<file path="config.mk">
export PLATFORM = sky130hd
export DESIGN_NAME = escape_rle_encoder_flat
export DESIGN_NICKNAME = d
export VERILOG_FILES = /design/src/rtl/erle_pkg.sv /design/src/rtl/erle_if.sv /design/src/rtl/escape_rle_encoder.sv /design/src/rtl/erle_front.sv /design/src/rtl/erle_fifo.sv /design/src/rtl/erle_back.sv /design/src/flat_wrapper.sv
export SDC_FILE = /design/constraint.sdc
export NUM_CORES = 1
export LEC_CHECK = 0
export BUFFER_PORTS_ARGS = -buffer_cell sky130_fd_sc_hd__buf_4
export CORE_UTILIZATION = 50
export CTS_CLUSTER_DIAMETER = 150
export CTS_CLUSTER_SIZE = 14
export DETAILED_ROUTE_END_ITERATION = 8
export PLACE_DENSITY = 0.69
export SLEW_MARGIN = 20
export SYNTH_ARGS = -nofsm -noshare
export SYNTH_HDL_FRONTEND = slang
export SYNTH_SLANG_ARGS = --single-unit
</file>
<file path="constraint.sdc">
create_clock -name clk_i -period 7.8 [get_ports clk_i]
set_input_delay 0.39 -clock clk_i [delete_from_list [all_inputs] [get_ports clk_i]]
set_output_delay 0.39 -clock clk_i [all_outputs]
set_load 0.05 [all_outputs]
</file>
<file path="src/rtl/erle_pkg.sv">
// Package for the escape-byte run-length encoder.
// Holds the shared constants, the command types and the run flush function.
// No dependencies.
`default_nettype none

package erle_pkg;

  localparam int unsigned LenW = 16;
  localparam int unsigned FifoDepthDefault = 2;

  localparam logic [7:0]      EscByte     = 8'hFF;
  localparam logic [7:0]      RunCap      = 8'd255;
  localparam logic [7:0]      MinRun      = 8'd3;
  localparam logic [LenW-1:0] MaxLenReset = 16'd1024;

  // One flushed run: n bytes to emit (0 to 3), as a triplet or as literals.
  typedef struct packed {
    logic [7:0] run_val;
    logic [7:0] count;
    logic [1:0] n;
    logic       trip;
  } seg_t;

  // Work handed from the front to the back for one accepted byte.
  typedef struct packed {
    seg_t            a;
    seg_t            b;
    logic [LenW-1:0] base;
    logic            last;
  } cmd_t;

  typedef struct packed {
    seg_t            seg;
    logic [LenW-1:0] em;
    logic            stopped;
  } flush_t;

  function automatic flush_t run_flush(input logic [7:0]      run_val,
                                       input logic [7:0]      count,
                                       input logic [LenW-1:0] em,
                                       input logic [LenW-1:0] max_len,
                                       input logic            stopped);
    flush_t r;
    r.seg.run_val = run_val;
    r.seg.count   = count;
    r.seg.n       = 2'd0;
    r.seg.trip    = 1'b0;
    r.em          = em;
    r.stopped     = stopped;
    if (count == 8'd0 || stopped) begin
      r.stopped = stopped;
    end else if (em >= max_len) begin
      r.stopped = 1'b1;
    end else if (count >= MinRun || run_val == EscByte) begin
      r.seg.trip = 1'b1;
      if ({1'b0, em} + 17'd3 > {1'b0, max_len}) begin
        r.stopped = 1'b1;
      end else begin
        r.seg.n = 2'd3;
        r.em    = em + 16'd3;
        if (r.em >= max_len) begin
          r.stopped = 1'b1;
        end
      end
    end else begin
      if (count == 8'd2 && (max_len - em) >= 16'd2) begin
        r.seg.n = 2'd2;
      end else begin
        r.seg.n = 2'd1;
      end
      r.em = em + {14'd0, r.seg.n};
      if (r.em >= max_len) begin
        r.stopped = 1'b1;
      end
    end
    return r;
  endfunction

endpackage

`default_nettype wire

</file>
<file path="src/rtl/erle_if.sv">
// Valid/ready channel interfaces of the escape-byte run-length encoder.
// Input bytes, configuration writes and output results. No dependencies.
`default_nettype none

interface erle_in_if;
  logic       valid;
  logic       ready;
  logic [7:0] in_byte;
  logic       in_last;
  modport source (output valid, in_byte, in_last, input ready);
  modport sink (input valid, in_byte, in_last, output ready);
endinterface

interface erle_cfg_if;
  logic        valid;
  logic        ready;
  logic [15:0] max_output_len;
  modport source (output valid, max_output_len, input ready);
  modport sink (input valid, max_output_len, output ready);
endinterface

interface erle_out_if;
  logic        valid;
  logic        ready;
  logic [7:0]  out_byte;
  logic        byte_valid;
  logic        out_last;
  logic [15:0] out_len;
  modport source (output valid, out_byte, byte_valid, out_last, out_len, input ready);
  modport sink (input valid, out_byte, byte_valid, out_last, out_len, output ready);
endinterface

`default_nettype wire

</file>
<file path="src/rtl/escape_rle_encoder.sv">
// Escape-byte run-length encoder. A front stage accepts one raw byte per cycle
// while its command queue has room, and a back stage sends one output byte per
// cycle while the output is ready. Each input byte yields zero to six output
// bytes, so the sustained input rate is set by the output port. Depends on
// erle_pkg, erle_if, erle_front, erle_fifo and erle_back.
`default_nettype none

module escape_rle_encoder
  import erle_pkg::*;
#(
  parameter int unsigned FifoDepth = FifoDepthDefault
) (
  input  wire logic clk_i,
  input  wire logic rst_ni,
  erle_in_if.sink   in_i,
  erle_cfg_if.sink  cfg_i,
  erle_out_if.source out_o
);

  cmd_t cmd_in, cmd_out;
  logic cmd_push, cmd_full, cmd_pop, cmd_valid;

  assign cfg_i.ready = 1'b1;

  erle_front u_front (
    .clk_i      (clk_i),
    .rst_ni     (rst_ni),
    .in_valid_i (in_i.valid),
    .in_ready_o (in_i.ready),
    .in_byte_i  (in_i.in_byte),
    .in_last_i  (in_i.in_last),
    .cfg_valid_i(cfg_i.valid),
    .cfg_data_i (cfg_i.max_output_len),
    .cmd_push_o (cmd_push),
    .cmd_o      (cmd_in),
    .cmd_full_i (cmd_full)
  );

  erle_fifo #(
    .Width($bits(cmd_t)),
    .Depth(FifoDepth)
  ) u_fifo (
    .clk_i  (clk_i),
    .rst_ni (rst_ni),
    .push_i (cmd_push),
    .data_i (cmd_in),
    .full_o (cmd_full),
    .pop_i  (cmd_pop),
    .valid_o(cmd_valid),
    .data_o (cmd_out)
  );

  erle_back u_back (
    .clk_i       (clk_i),
    .rst_ni      (rst_ni),
    .cmd_valid_i (cmd_valid),
    .cmd_i       (cmd_out),
    .cmd_pop_o   (cmd_pop),
    .out_valid_o (out_o.valid),
    .out_ready_i (out_o.ready),
    .out_byte_o  (out_o.out_byte),
    .byte_valid_o(out_o.byte_valid),
    .out_last_o  (out_o.out_last),
    .out_len_o   (out_o.out_len)
  );

endmodule

`default_nettype wire

</file>
<file path="src/rtl/erle_front.sv">
// Front of the encoder: tracks runs, budget and stop state, and emits commands.
// Depends on erle_pkg.
`default_nettype none

module erle_front
  import erle_pkg::*;
(
  input  wire logic            clk_i,
  input  wire logic            rst_ni,
  input  wire logic            in_valid_i,
  output logic                 in_ready_o,
  input  wire logic [7:0]      in_byte_i,
  input  wire logic            in_last_i,
  input  wire logic            cfg_valid_i,
  input  wire logic [LenW-1:0] cfg_data_i,
  output logic                 cmd_push_o,
  output cmd_t                 cmd_o,
  input  wire logic            cmd_full_i
);

  logic [7:0]      run_val_q, run_val_d;
  logic [7:0]      run_cnt_q, run_cnt_d;
  logic [LenW-1:0] em_q, em_d;
  logic            stopped_q, stopped_d;
  logic [LenW-1:0] max_len_q;

  logic            accept;
  logic            extend;
  logic [7:0]      val1, cnt1;
  logic [LenW-1:0] em1;
  logic            stop1;
  flush_t          fa, fb;
  seg_t            seg_a, seg_b;

  assign in_ready_o = !cmd_full_i;
  assign accept     = in_valid_i && in_ready_o;

  always_comb begin
    extend = (run_cnt_q != 8'd0) && (in_byte_i == run_val_q) && (run_cnt_q != RunCap);
    fa     = run_flush(run_val_q, run_cnt_q, em_q, max_len_q, stopped_q);
    seg_a  = fa.seg;
    seg_a.n = 2'd0;
    val1   = run_val_q;
    cnt1   = run_cnt_q;
    em1    = em_q;
    stop1  = stopped_q;
    if (!stopped_q) begin
      if (extend) begin
        cnt1 = run_cnt_q + 8'd1;
      end else begin
        seg_a = fa.seg;
        em1   = fa.em;
        stop1 = fa.stopped;
        cnt1  = 8'd0;
        if (!fa.stopped) begin
          val1 = in_byte_i;
          cnt1 = 8'd1;
        end
      end
    end
    fb    = run_flush(val1, cnt1, em1, max_len_q, stop1);
    seg_b = fb.seg;
    if (!in_last_i) begin
      seg_b.n = 2'd0;
    end

    cmd_o.a    = seg_a;
    cmd_o.b    = seg_b;
    cmd_o.base = em_q;
    cmd_o.last = in_last_i;
    cmd_push_o = accept && (seg_a.n != 2'd0 || in_last_i);

    run_val_d = run_val_q;
    run_cnt_d = run_cnt_q;
    em_d      = em_q;
    stopped_d = stopped_q;
    if (accept) begin
      if (in_last_i) begin
        run_val_d = 8'd0;
        run_cnt_d = 8'd0;
        em_d      = '0;
        stopped_d = 1'b0;
      end else begin
        run_val_d = val1;
        run_cnt_d = cnt1;
        em_d      = em1;
        stopped_d = stop1;
      end
    end
  end

  always_ff @(posedge clk_i or negedge rst_ni) begin
    if (!rst_ni) begin
      run_val_q <= 8'd0;
      run_cnt_q <= 8'd0;
      em_q      <= '0;
      stopped_q <= 1'b0;
      max_len_q <= MaxLenReset;
    end else begin
      run_val_q <= run_val_d;
      run_cnt_q <= run_cnt_d;
      em_q      <= em_d;
      stopped_q <= stopped_d;
      if (cfg_valid_i) begin
        max_len_q <= cfg_data_i;
      end
    end
  end

endmodule

`default_nettype wire

</file>
<file path="src/rtl/erle_fifo.sv">
// Small register FIFO that holds commands between the front and the back.
// No package dependencies.
`default_nettype none

module erle_fifo #(
  parameter int unsigned Width = 8,
  parameter int unsigned Depth = 2
) (
  input  wire logic             clk_i,
  input  wire logic             rst_ni,
  input  wire logic             push_i,
  input  wire logic [Width-1:0] data_i,
  output logic                  full_o,
  input  wire logic             pop_i,
  output logic                  valid_o,
  output logic [Width-1:0]      data_o
);

  localparam int unsigned PtrW = (Depth > 1) ? $clog2(Depth) : 1;
  localparam int unsigned CntW = $clog2(Depth + 1);
  localparam logic [PtrW-1:0] LastPtr = PtrW'(Depth - 1);
  localparam logic [CntW-1:0] FullCnt = CntW'(Depth);

  logic [Width-1:0] mem_q [Depth];
  logic [PtrW-1:0]  wr_q, rd_q;
  logic [CntW-1:0]  cnt_q;
  logic             do_push, do_pop;

  assign full_o  = (cnt_q == FullCnt);
  assign valid_o = (cnt_q != '0);
  assign data_o  = mem_q[rd_q];
  assign do_push = push_i && !full_o;
  assign do_pop  = pop_i && valid_o;

  always_ff @(posedge clk_i) begin
    if (do_push) begin
      mem_q[wr_q] <= data_i;
    end
  end

  always_ff @(posedge clk_i or negedge rst_ni) begin
    if (!rst_ni) begin
      wr_q  <= '0;
      rd_q  <= '0;
      cnt_q <= '0;
    end else begin
      if (do_push) begin
        wr_q <= (wr_q == LastPtr) ? '0 : wr_q + PtrW'(1);
      end
      if (do_pop) begin
        rd_q <= (rd_q == LastPtr) ? '0 : rd_q + PtrW'(1);
      end
      if (do_push && !do_pop) begin
        cnt_q <= cnt_q + CntW'(1);
      end else if (do_pop && !do_push) begin
        cnt_q <= cnt_q - CntW'(1);
      end
    end
  end

  assert property (@(posedge clk_i) disable iff (!rst_ni) cnt_q <= FullCnt)
    else $error("FIFO count beyond depth");
  assert property (@(posedge clk_i) disable iff (!rst_ni)
                   full_o && !do_pop |=> full_o)
    else $error("FIFO lost an entry while full");
  assert property (@(posedge clk_i) disable iff (!rst_ni)
                   !valid_o && !push_i |=> !valid_o)
    else $error("FIFO invented an entry");

endmodule

`default_nettype wire

</file>
<file path="src/rtl/erle_back.sv">
// Back of the encoder: expands commands into output bytes, one per cycle while the output is ready.
// Depends on erle_pkg.
`default_nettype none

module erle_back
  import erle_pkg::*;
(
  input  wire logic       clk_i,
  input  wire logic       rst_ni,
  input  wire logic       cmd_valid_i,
  input  wire cmd_t       cmd_i,
  output logic            cmd_pop_o,
  output logic            out_valid_o,
  input  wire logic       out_ready_i,
  output logic [7:0]      out_byte_o,
  output logic            byte_valid_o,
  output logic            out_last_o,
  output logic [LenW-1:0] out_len_o
);

  logic [2:0]      idx_q;
  logic            ov_q;
  logic [7:0]      byte_q;
  logic            bv_q, last_q;
  logic [LenW-1:0] len_q;

  logic [2:0]      total;
  logic            marker, final_byte, load;
  seg_t            seg;
  logic [2:0]      k;
  logic [7:0]      nxt_byte;
  logic [LenW-1:0] nxt_len;

  always_comb begin
    total      = {1'b0, cmd_i.a.n} + {1'b0, cmd_i.b.n};
    marker     = (total == 3'd0);
    final_byte = marker || (idx_q == total - 3'd1);
    if (idx_q < {1'b0, cmd_i.a.n}) begin
      seg = cmd_i.a;
      k   = idx_q;
    end else begin
      seg = cmd_i.b;
      k   = idx_q - {1'b0, cmd_i.a.n};
    end
    if (seg.trip && k == 3'd0) begin
      nxt_byte = EscByte;
    end else if (seg.trip && k == 3'd1) begin
      nxt_byte = seg.count;
    end else begin
      nxt_byte = seg.run_val;
    end
    nxt_len = cmd_i.base + {13'd0, idx_q} + 16'd1;
    if (marker) begin
      nxt_byte = 8'd0;
      nxt_len  = cmd_i.base;
    end
    load      = cmd_valid_i && (!ov_q || out_ready_i);
    cmd_pop_o = load && final_byte;
  end

  always_ff @(posedge clk_i) begin
    if (load) begin
      byte_q <= nxt_byte;
      bv_q   <= !marker;
      last_q <= cmd_i.last && final_byte;
      len_q  <= nxt_len;
    end
  end

  always_ff @(posedge clk_i or negedge rst_ni) begin
    if (!rst_ni) begin
      idx_q <= 3'd0;
      ov_q  <= 1'b0;
    end else begin
      if (load) begin
        idx_q <= final_byte ? 3'd0 : idx_q + 3'd1;
        ov_q  <= 1'b1;
      end else if (out_ready_i) begin
        ov_q <= 1'b0;
      end
    end
  end

  assign out_valid_o  = ov_q;
  assign out_byte_o   = byte_q;
  assign byte_valid_o = bv_q;
  assign out_last_o   = last_q;
  assign out_len_o    = len_q;

  assert property (@(posedge clk_i) disable iff (!rst_ni)
                   out_valid_o && !byte_valid_o |-> out_last_o)
    else $error("Marker result without last flag");
  assert property (@(posedge clk_i) disable iff (!rst_ni)
                   cmd_valid_i && marker |-> cmd_i.last)
    else $error("Empty command that does not end a block");
  assert property (@(posedge clk_i) disable iff (!rst_ni)
                   idx_q != 3'd0 |-> cmd_valid_i)
    else $error("Expansion in progress without a command");

endmodule

`default_nettype wire
</file>
<file path="src/flat_wrapper.sv">
// flat-port wrapper written by rule: the top's interface ports become plain ports
module escape_rle_encoder_flat import erle_pkg::*;
#(
  parameter int unsigned FifoDepth = FifoDepthDefault
)
  (clk_i, rst_ni, in_i_valid, in_i_in_byte, in_i_in_last, in_i_ready, cfg_i_valid, cfg_i_max_output_len, cfg_i_ready, out_o_valid, out_o_out_byte, out_o_byte_valid, out_o_out_last, out_o_out_len, out_o_ready);
  erle_in_if in_i_i ();
  erle_cfg_if cfg_i_i ();
  erle_out_if out_o_i ();
  input  wire logic clk_i;
  input  wire logic rst_ni;
  input wire logic [$bits(in_i_i.valid)-1:0] in_i_valid;
  input wire logic [$bits(in_i_i.in_byte)-1:0] in_i_in_byte;
  input wire logic [$bits(in_i_i.in_last)-1:0] in_i_in_last;
  output wire logic [$bits(in_i_i.ready)-1:0] in_i_ready;
  input wire logic [$bits(cfg_i_i.valid)-1:0] cfg_i_valid;
  input wire logic [$bits(cfg_i_i.max_output_len)-1:0] cfg_i_max_output_len;
  output wire logic [$bits(cfg_i_i.ready)-1:0] cfg_i_ready;
  output wire logic [$bits(out_o_i.valid)-1:0] out_o_valid;
  output wire logic [$bits(out_o_i.out_byte)-1:0] out_o_out_byte;
  output wire logic [$bits(out_o_i.byte_valid)-1:0] out_o_byte_valid;
  output wire logic [$bits(out_o_i.out_last)-1:0] out_o_out_last;
  output wire logic [$bits(out_o_i.out_len)-1:0] out_o_out_len;
  input wire logic [$bits(out_o_i.ready)-1:0] out_o_ready;
  assign in_i_i.valid = in_i_valid;
  assign in_i_i.in_byte = in_i_in_byte;
  assign in_i_i.in_last = in_i_in_last;
  assign in_i_ready = in_i_i.ready;
  assign cfg_i_i.valid = cfg_i_valid;
  assign cfg_i_i.max_output_len = cfg_i_max_output_len;
  assign cfg_i_ready = cfg_i_i.ready;
  assign out_o_valid = out_o_i.valid;
  assign out_o_out_byte = out_o_i.out_byte;
  assign out_o_byte_valid = out_o_i.byte_valid;
  assign out_o_out_last = out_o_i.out_last;
  assign out_o_out_len = out_o_i.out_len;
  assign out_o_i.ready = out_o_ready;
  escape_rle_encoder #(.FifoDepth(FifoDepth)) u_core (.clk_i(clk_i), .rst_ni(rst_ni), .in_i(in_i_i), .cfg_i(cfg_i_i), .out_o(out_o_i));
endmodule
</file>
==> run_results.csv, run 1 <==
group,metric,value,unit
global_route,grt_max_degree,58,
layout,layout-area-overhead-vs-synth,15.6,%
layout,stdcell_count,1619,
logic_synthesis,yosysWarnings,0,
logic_synthesis,synth_area_per_cell,10.6,um^2
power_and_ir_drop,power.leakage,5.58,nW
die,initial_core_util,51.0,%
global_route,grt_pass1_wl,53100,um
die,fp.dieH,160,um
worst_setup_path,worstPathArrival,7.60,ns
power_and_ir_drop,max-vdd-ir-drop,0.206,mV
placement,numPortBuffers,57,
layout,final_cell_mix,"edfxtp_1 (136), buf_4 (125), ha_1 (97), nor2_1 (83), o21ai_0 (75)",
worst_setup_path,cp-startpoint,"u_core.u_front.em_q[6]",
die,die_w,160,um
clock_network,worst_skew_pair.late_latency,0.45,ns
layout,drive_gt1_share,17.5,%
timing,finalCritPeriodShare,94.1,%
timing,fin_skew,0.0186,ns
route,drc,0,
layout,final_common_cell,"edfxtp_1",
route,first_pass_iters,8,
global_route,overflow,0,
route,via_per_inst,6.14,
logic_synthesis,ys_seq_elements,193,
clock_network,h-tree-depth,4,
die,die-area,25500,um^2
placement,dp.cells,1585,
worst_setup_path,critical_path_peak_fanout,7,
worst_setup_path,end_kind,"flop",
timing,maxSlewViolCount,0,
logic_synthesis,netlist_area,12400,um^2
logic_synthesis,ys.flop_type,"edfxtp_1",
min_path,worstHoldPathType,"input pin to async pin",
logic_synthesis,synth-edff-count,136,
layout,nNetsFinal,1416,
clock_network,clockBufferDepth,2,
clock_network,root_buffer,"clkbuf_16",
timing,setup_viol,0,
global_route,grt_util_all_layers,26.9,%
route,ant_nets,0,
timing,fin_crit,7.34,ns
worst_setup_path,crit_type,"flop to flop",
route,first_iter_violations,1123,
clock_network,cts-hold-fix-buffers,0,
placement,dpl.hpwl,25400,um
global_route,grt_antenna_before_repair,1,
route,vias,9941,
worst_setup_path,worstSetupStartpointType,"flop",
clock_network,clkTransAtPathRegs,0.08,ns
global_route,first_global_vias,9515,
clock_network,cts-buffers-inserted,17,
timing,finalHoldViolCount,0,
worst_setup_path,cpMaxStageDelayCell,"dfrtp_1",
worst_setup_path,max_stage_delay,0.47,ns
timing,setup_tns,0,ns
logic_synthesis,synth_nets,1309,
route,wire_per_inst,20.7,um
die,rows,57,
layout,diodes,0,
job,max_cap_violations,0,
timing,max_clock_freq,136,MHz
power_and_ir_drop,power_density,394,nW/um^2
clock_network,clock_sinks,193,
clock_network,cts_tree,"built",
timing,relSlewSlack,39.2,%
logic_synthesis,ys_types,84,
die,pin_count,59,
worst_setup_path,rr_startpoint,"u_core.u_front.em_q[6]",
placement,gp_congestion,0.991,
status,status,"complete, no violations",
logic_synthesis,syn_inst,1175,
logic_synthesis,synthArstFlopShare,29.5,%
worst_setup_path,required,8.06,ns
die,coreArea,24400,um^2
power_and_ir_drop,finalPower,0.00566,W
worst_setup_path,path_common_cell,"ha_1",
route,wl,33500,um
logic_synthesis,yosysSeqAreaShare,44.3,%
timing,worst_pin_slew,0.912,ns
timing,rsz0062_at_grt,"no",
[final cells by class]
type	instances	area (um^2)
Fill cell	2070	10000
Clock buffer	17	425
Multi-Input combinational cell	867	6530
Tap cell	324	405
Clock inverter	15	234
Timing Repair Buffer	127	978
Sequential cell	193	5510
Inverter	76	285
[flip-flops by register name, summed over array words and instances (netlist names)]
register,count
u_core.u_front.run_cnt_q,8
u_core.u_fifo.rd_q,1
u_core.u_front.run_val_q,8
u_core.u_back.byte_valid_o,1
u_core.u_front.max_len_q,16
u_core.u_front.stopped_q,1
u_core.u_back.idx_q,3
u_core.u_fifo.cnt_q,2
u_core.u_back.out_len_o,16
u_core.u_fifo.mem_q,110
u_core.u_back.out_valid_o,1
u_core.u_back.out_last_o,1
u_core.u_fifo.wr_q,1
u_core.u_back.out_byte_o,8
u_core.u_front.em_q,16
[final timing paths]
| check | end | slack, ns | cells past startpoint |
|---|---|---|---|
| hold reg to reg | u_core.u_back.out_valid_o | 0.50 | 2 |
| setup / recovery | u_core.u_fifo.mem_q[1][18] | 0.46 | 32 |
| max in group asynchronous | u_core.u_fifo.rd_q | 7.08 | 1 |
| min in group clk_i | u_core.u_front.max_len_q[2] | 0.15 | 3 |
| setup reg to reg | u_core.u_fifo.mem_q[1][18] | 0.46 | 32 |
| hold / removal | u_core.u_front.em_q[11] | 0.08 | 1 |
[per-layer routing]
metal	wire length [um]	up-vias	track usage, %
li1	-	4617	-
met1	14800	4835	37.7
met2	15600	421	42.9
met3	2400	66	4.83
met4	785	2	7.39
met5	13	-	0
[Yosys cell counts, types with 7 or more instances]
| cell | instances | area share [%] |
|---|---|---|
| nand3_1 | 24 | 0.97 |
| nand2_1 | 67 | 2.0 |
| o211ai_1 | 7 | 0.42 |
| nor2_1 | 84 | 2.5 |
| o21ai_0 | 78 | 3.1 |
| o21a_1 | 9 | 0.54 |
| nor4_1 | 13 | 0.65 |
| mux2_2 | 17 | 1.5 |
| mux4_2 | 16 | 2.9 |
| mux2i_1 | 14 | 1.1 |
| nor3_1 | 19 | 0.76 |
| inv_1 | 75 | 2.3 |
| o22ai_1 | 32 | 1.6 |
| and2_1 | 9 | 0.45 |
| nand2b_1 | 11 | 0.55 |
| a22o_1 | 11 | 0.77 |
| edfxtp_1 | 136 | 33 |
| xnor2_1 | 68 | 4.8 |
| a31oi_1 | 12 | 0.60 |
| nand4_1 | 29 | 1.5 |
| dfrtp_1 | 56 | 11 |
| clkbuf_1 | 29 | 0.88 |
| xor2_1 | 24 | 1.7 |
| or3_1 | 11 | 0.55 |
| ha_1 | 98 | 9.9 |
| nor2b_1 | 21 | 1.1 |
| a21oi_1 | 67 | 2.7 |
| and3_1 | 8 | 0.40 |
| a21o_1 | 12 | 0.72 |
| a211oi_1 | 10 | 0.60 |
[what timing repair did]
action / 4_1_cts / 5_1_grt
gates resized for setup: 0 / 13
buffers inserted: 0 / 2
endpoints found under the setup margin: 0 / 6
[logic make-up (layout without fill, tap and decap cells)]
logic type / count (synthesis) / in the layout / synth area share, %
xor+xnor: 92 / 92 / 6.48
mux: 47 / 47 / 5.56
buf+inv: 115 / 235 / 3.62
simple gates: 324 / 324 / 13.6
other cells: 1 / 1 / 0.0301
fa+ha+maj: 104 / 104 / 10.8
flops: 193 / 193 / 44.3
compound gates: 299 / 299 / 15.5
[stage by stage]
step | util [%] | cell area (um^2) | hold WS, ns | setup slack [ns]
after global placement | 56.0 | 13700 | 0.476 | 0.541
final | 58.9 | 14400 | 0.0772 | 0.456
after global routing | 58.9 | 14400 | 0.125 | 0.0221
after CTS | 58.7 | 14300 | 0.0978 | 0.244
after floorplan | - | 12400 | 0.0944 | 1.19
after detailed placement | 56.0 | 13700 | 0.492 | 0.294
[critical path, delay by kind of cell, from the launching register on]
family | cells | cell delay, ns
buffers and inverters | 4 | 0.65
AO/OA/AOI/OAI | 14 | 2.75
adder cells (fa/ha/maj) | 3 | 0.98
AND/OR/NAND/NOR | 9 | 1.95
multiplexers | 1 | 0.10
flip-flops | 1 | 0.47
XOR/XNOR | 1 | 0.23
[power by group]
| part | total, W | internal, W | switching [W] |
|---|---|---|---|
| Sequential | 0.00167 | 0.00147 | 0.000194 |
| Clock | 0.000945 | 0.000456 | 0.000489 |
| Combinational | 0.00304 | 0.00123 | 0.00181 |
(Power assumes the default switching activity.)
==> run 2: changes to the inputs <==
--- a/config.mk
+++ b/config.mk
@@ -10,8 +10,7 @@
 export CTS_CLUSTER_DIAMETER = 150
 export CTS_CLUSTER_SIZE = 14
 export DETAILED_ROUTE_END_ITERATION = 8
-export PLACE_DENSITY = 0.69
-export SLEW_MARGIN = 20
+export PLACE_DENSITY = 0.67
 export SYNTH_ARGS = -nofsm -noshare
 export SYNTH_HDL_FRONTEND = slang
 export SYNTH_SLANG_ARGS = --single-unit
==> run_results.csv, run 2 (synthesized netlist as in run 1, its figures left out) <==
group,metric,value,unit
global_route,grt_use_met3,4.23,%
route,first_pass_iters,5,
timing,fin_crit,7.29,ns
timing,relSlewSlack,28.1,%
layout,layout-area-overhead-vs-synth,14.4,%
power_and_ir_drop,power.leakage,5.50,nW
placement,dp.cells,1567,
clock_network,cts-buffers-inserted,17,
worst_setup_path,path_common_cell,"inv_1",
die,die_w,160,um
global_route,grt_max_degree,58,
die,initial_core_util,51.0,%
route,vias,9870,
timing,max_clock_freq,137,MHz
clock_network,h-tree-depth,4,
layout,fillers,2067,
layout,register_area,5510,um^2
route,drc,0,
clock_network,clockBufferDepth,2,
worst_setup_path,cpMaxStageDelayCell,"or4_1",
clock_network,cts_tree,"built",
global_route,use_met2,42.1,%
timing,setup_viol,0,
global_route,grt_util_all_layers,26.8,%
global_route,grt_util_met1,37.4,%
die,die-area,25500,um^2
worst_setup_path,worstPathArrival,7.56,ns
timing,fin_skew,0.0159,ns
timing,worst_pin_slew,1.08,ns
layout,utilization,58.3,%
timing,setup_tns,0,ns
timing,finalCritPeriodShare,93.5,%
layout,regMostFlops,"u_core.u_fifo.mem_q",
worst_setup_path,crit_type,"flop to flop",
worst_setup_path,max_stage_delay,0.46,ns
timing,rsz0062_at_grt,"no",
clock_network,clkTransAtPathRegs,0.09,ns
layout,multi_input_area,6540,um^2
route,first_iter_violations,1007,
die,rows,57,
layout,final_common_cell,"edfxtp_1",
route,wire_per_inst,20.9,um
route,ant_nets,0,
placement,dpl.hpwl,25100,um
global_route,grt_busiest_layer,"met2",
power_and_ir_drop,max-vdd-ir-drop,0.232,mV
placement,numPortBuffers,57,
global_route,grt_antenna_before_repair,0,
worst_setup_path,r2r_slack,0.51,ns
layout,nNetsFinal,1397,
timing,finalHoldViolCount,0,
die,coreArea,24400,um^2
timing,maxSlewViolCount,0,
status,status,"complete, no violations",
clock_network,worst_skew_pair.late_latency,0.44,ns
layout,final_cell_mix,"edfxtp_1 (136), buf_4 (106), ha_1 (96), nor2_1 (83), inv_1 (75)",
min_path,worstHoldPathType,"input pin to async pin",
job,max_cap_violations,0,
layout,diodes,0,
timing,holdWs,0.0292,ns
clock_network,clock_sinks,193,
worst_setup_path,worstSetupStartpointType,"flop",
route,wl,33500,um
layout,drive_gt1_share,16.3,%
global_route,grt_pass1_wl,53100,um
global_route,first_global_vias,9562,
worst_setup_path,end_kind,"flop",
die,fp.dieH,160,um
worst_setup_path,required,8.06,ns
layout,stdcell_count,1600,
global_route,overflow,0,
layout,largest_reg_flops,110,
worst_setup_path,critical_path_peak_fanout,7,
power_and_ir_drop,power_density,393,nW/um^2
placement,gp_congestion,0.954,
route,via_per_inst,6.17,
die,pin_count,59,
clock_network,root_buffer,"clkbuf_16",
==> run 2: what timing repair did <==
| item | 4_1_cts | 5_1_grt |
|---|---|---|
| resized for setup | 0 | 16 |
| setup buffers | 0 | 1 |
| hold buffers | 0 | 0 |
| setup endpoints to repair | 0 | 6 |
==> run 2: worst max-delay path: cells and delay by family, from the launching register on <==
family | cells | cell delay [ns]
muxes | 1 | 0.10
adders and majority gates | 4 | 1.41
buffers and inverters | 5 | 0.66
AOI/OAI and AO/OA | 13 | 2.62
DFF | 1 | 0.41
xor gates and xnor gates | 1 | 0.15
and+or+nand+nor | 9 | 1.77
==> run 2: layer usage <==
metal	vias up	part of all wire (%)	routed length, um
met5	-	0	0
met4	0	2.7	914
met3	74	6.7	2240
met2	406	46	15300
met1	4791	45	15100
li1	4599	-	-
==> run 2: report_power, final <==
part | switching [W] | internal [W]
Combinational | 0.00183 | 0.00118
Clock | 0.000473 | 0.000478
Sequential | 0.000157 | 0.00148
Total | 0.00246 | 0.00313
==> run 2: area by class of cell <==
class / instances / share of cell area [%]
Sequential cell: 193 / 38.7
Clock buffer: 17 / 2.99
Clock inverter: 15 / 1.60
Timing Repair Buffer: 108 / 5.87
Multi-Input combinational cell: 867 / 45.9
Tap cell: 324 / 2.85
Inverter: 76 / 2.00
==> run 2: worst paths after layout <==
path                                             startpoint                            to  depth (start not counted)
max in group asynchronous                            rst_ni            u_core.u_fifo.rd_q                          1
worst min-delay path                                 rst_ni     u_core.u_back.out_valid_o                          1
worst min register to register    u_core.u_back.out_valid_o     u_core.u_back.out_valid_o                          2
worst max register to register  u_core.u_front.max_len_q[0]    u_core.u_fifo.mem_q[0][18]                         33
worst max-delay path            u_core.u_front.max_len_q[0]    u_core.u_fifo.mem_q[0][18]                         33
min in group clk_i                 cfg_i_max_output_len[14]  u_core.u_front.max_len_q[14]                          3
==> run 2: stage by stage <==
stage | worst slack, ns | power, W | area, um^2
finish | 0.508 | 0.00559 | 14200
global route | 0.00394 | 0.00592 | 14200
CTS | 0.110 | 0.00555 | 14200
detailed placement | 0.170 | 0.00459 | 13500
global placement | 0.462 | 0.00454 | 13500
floorplan | 1.19 | 0.00370 | 12400
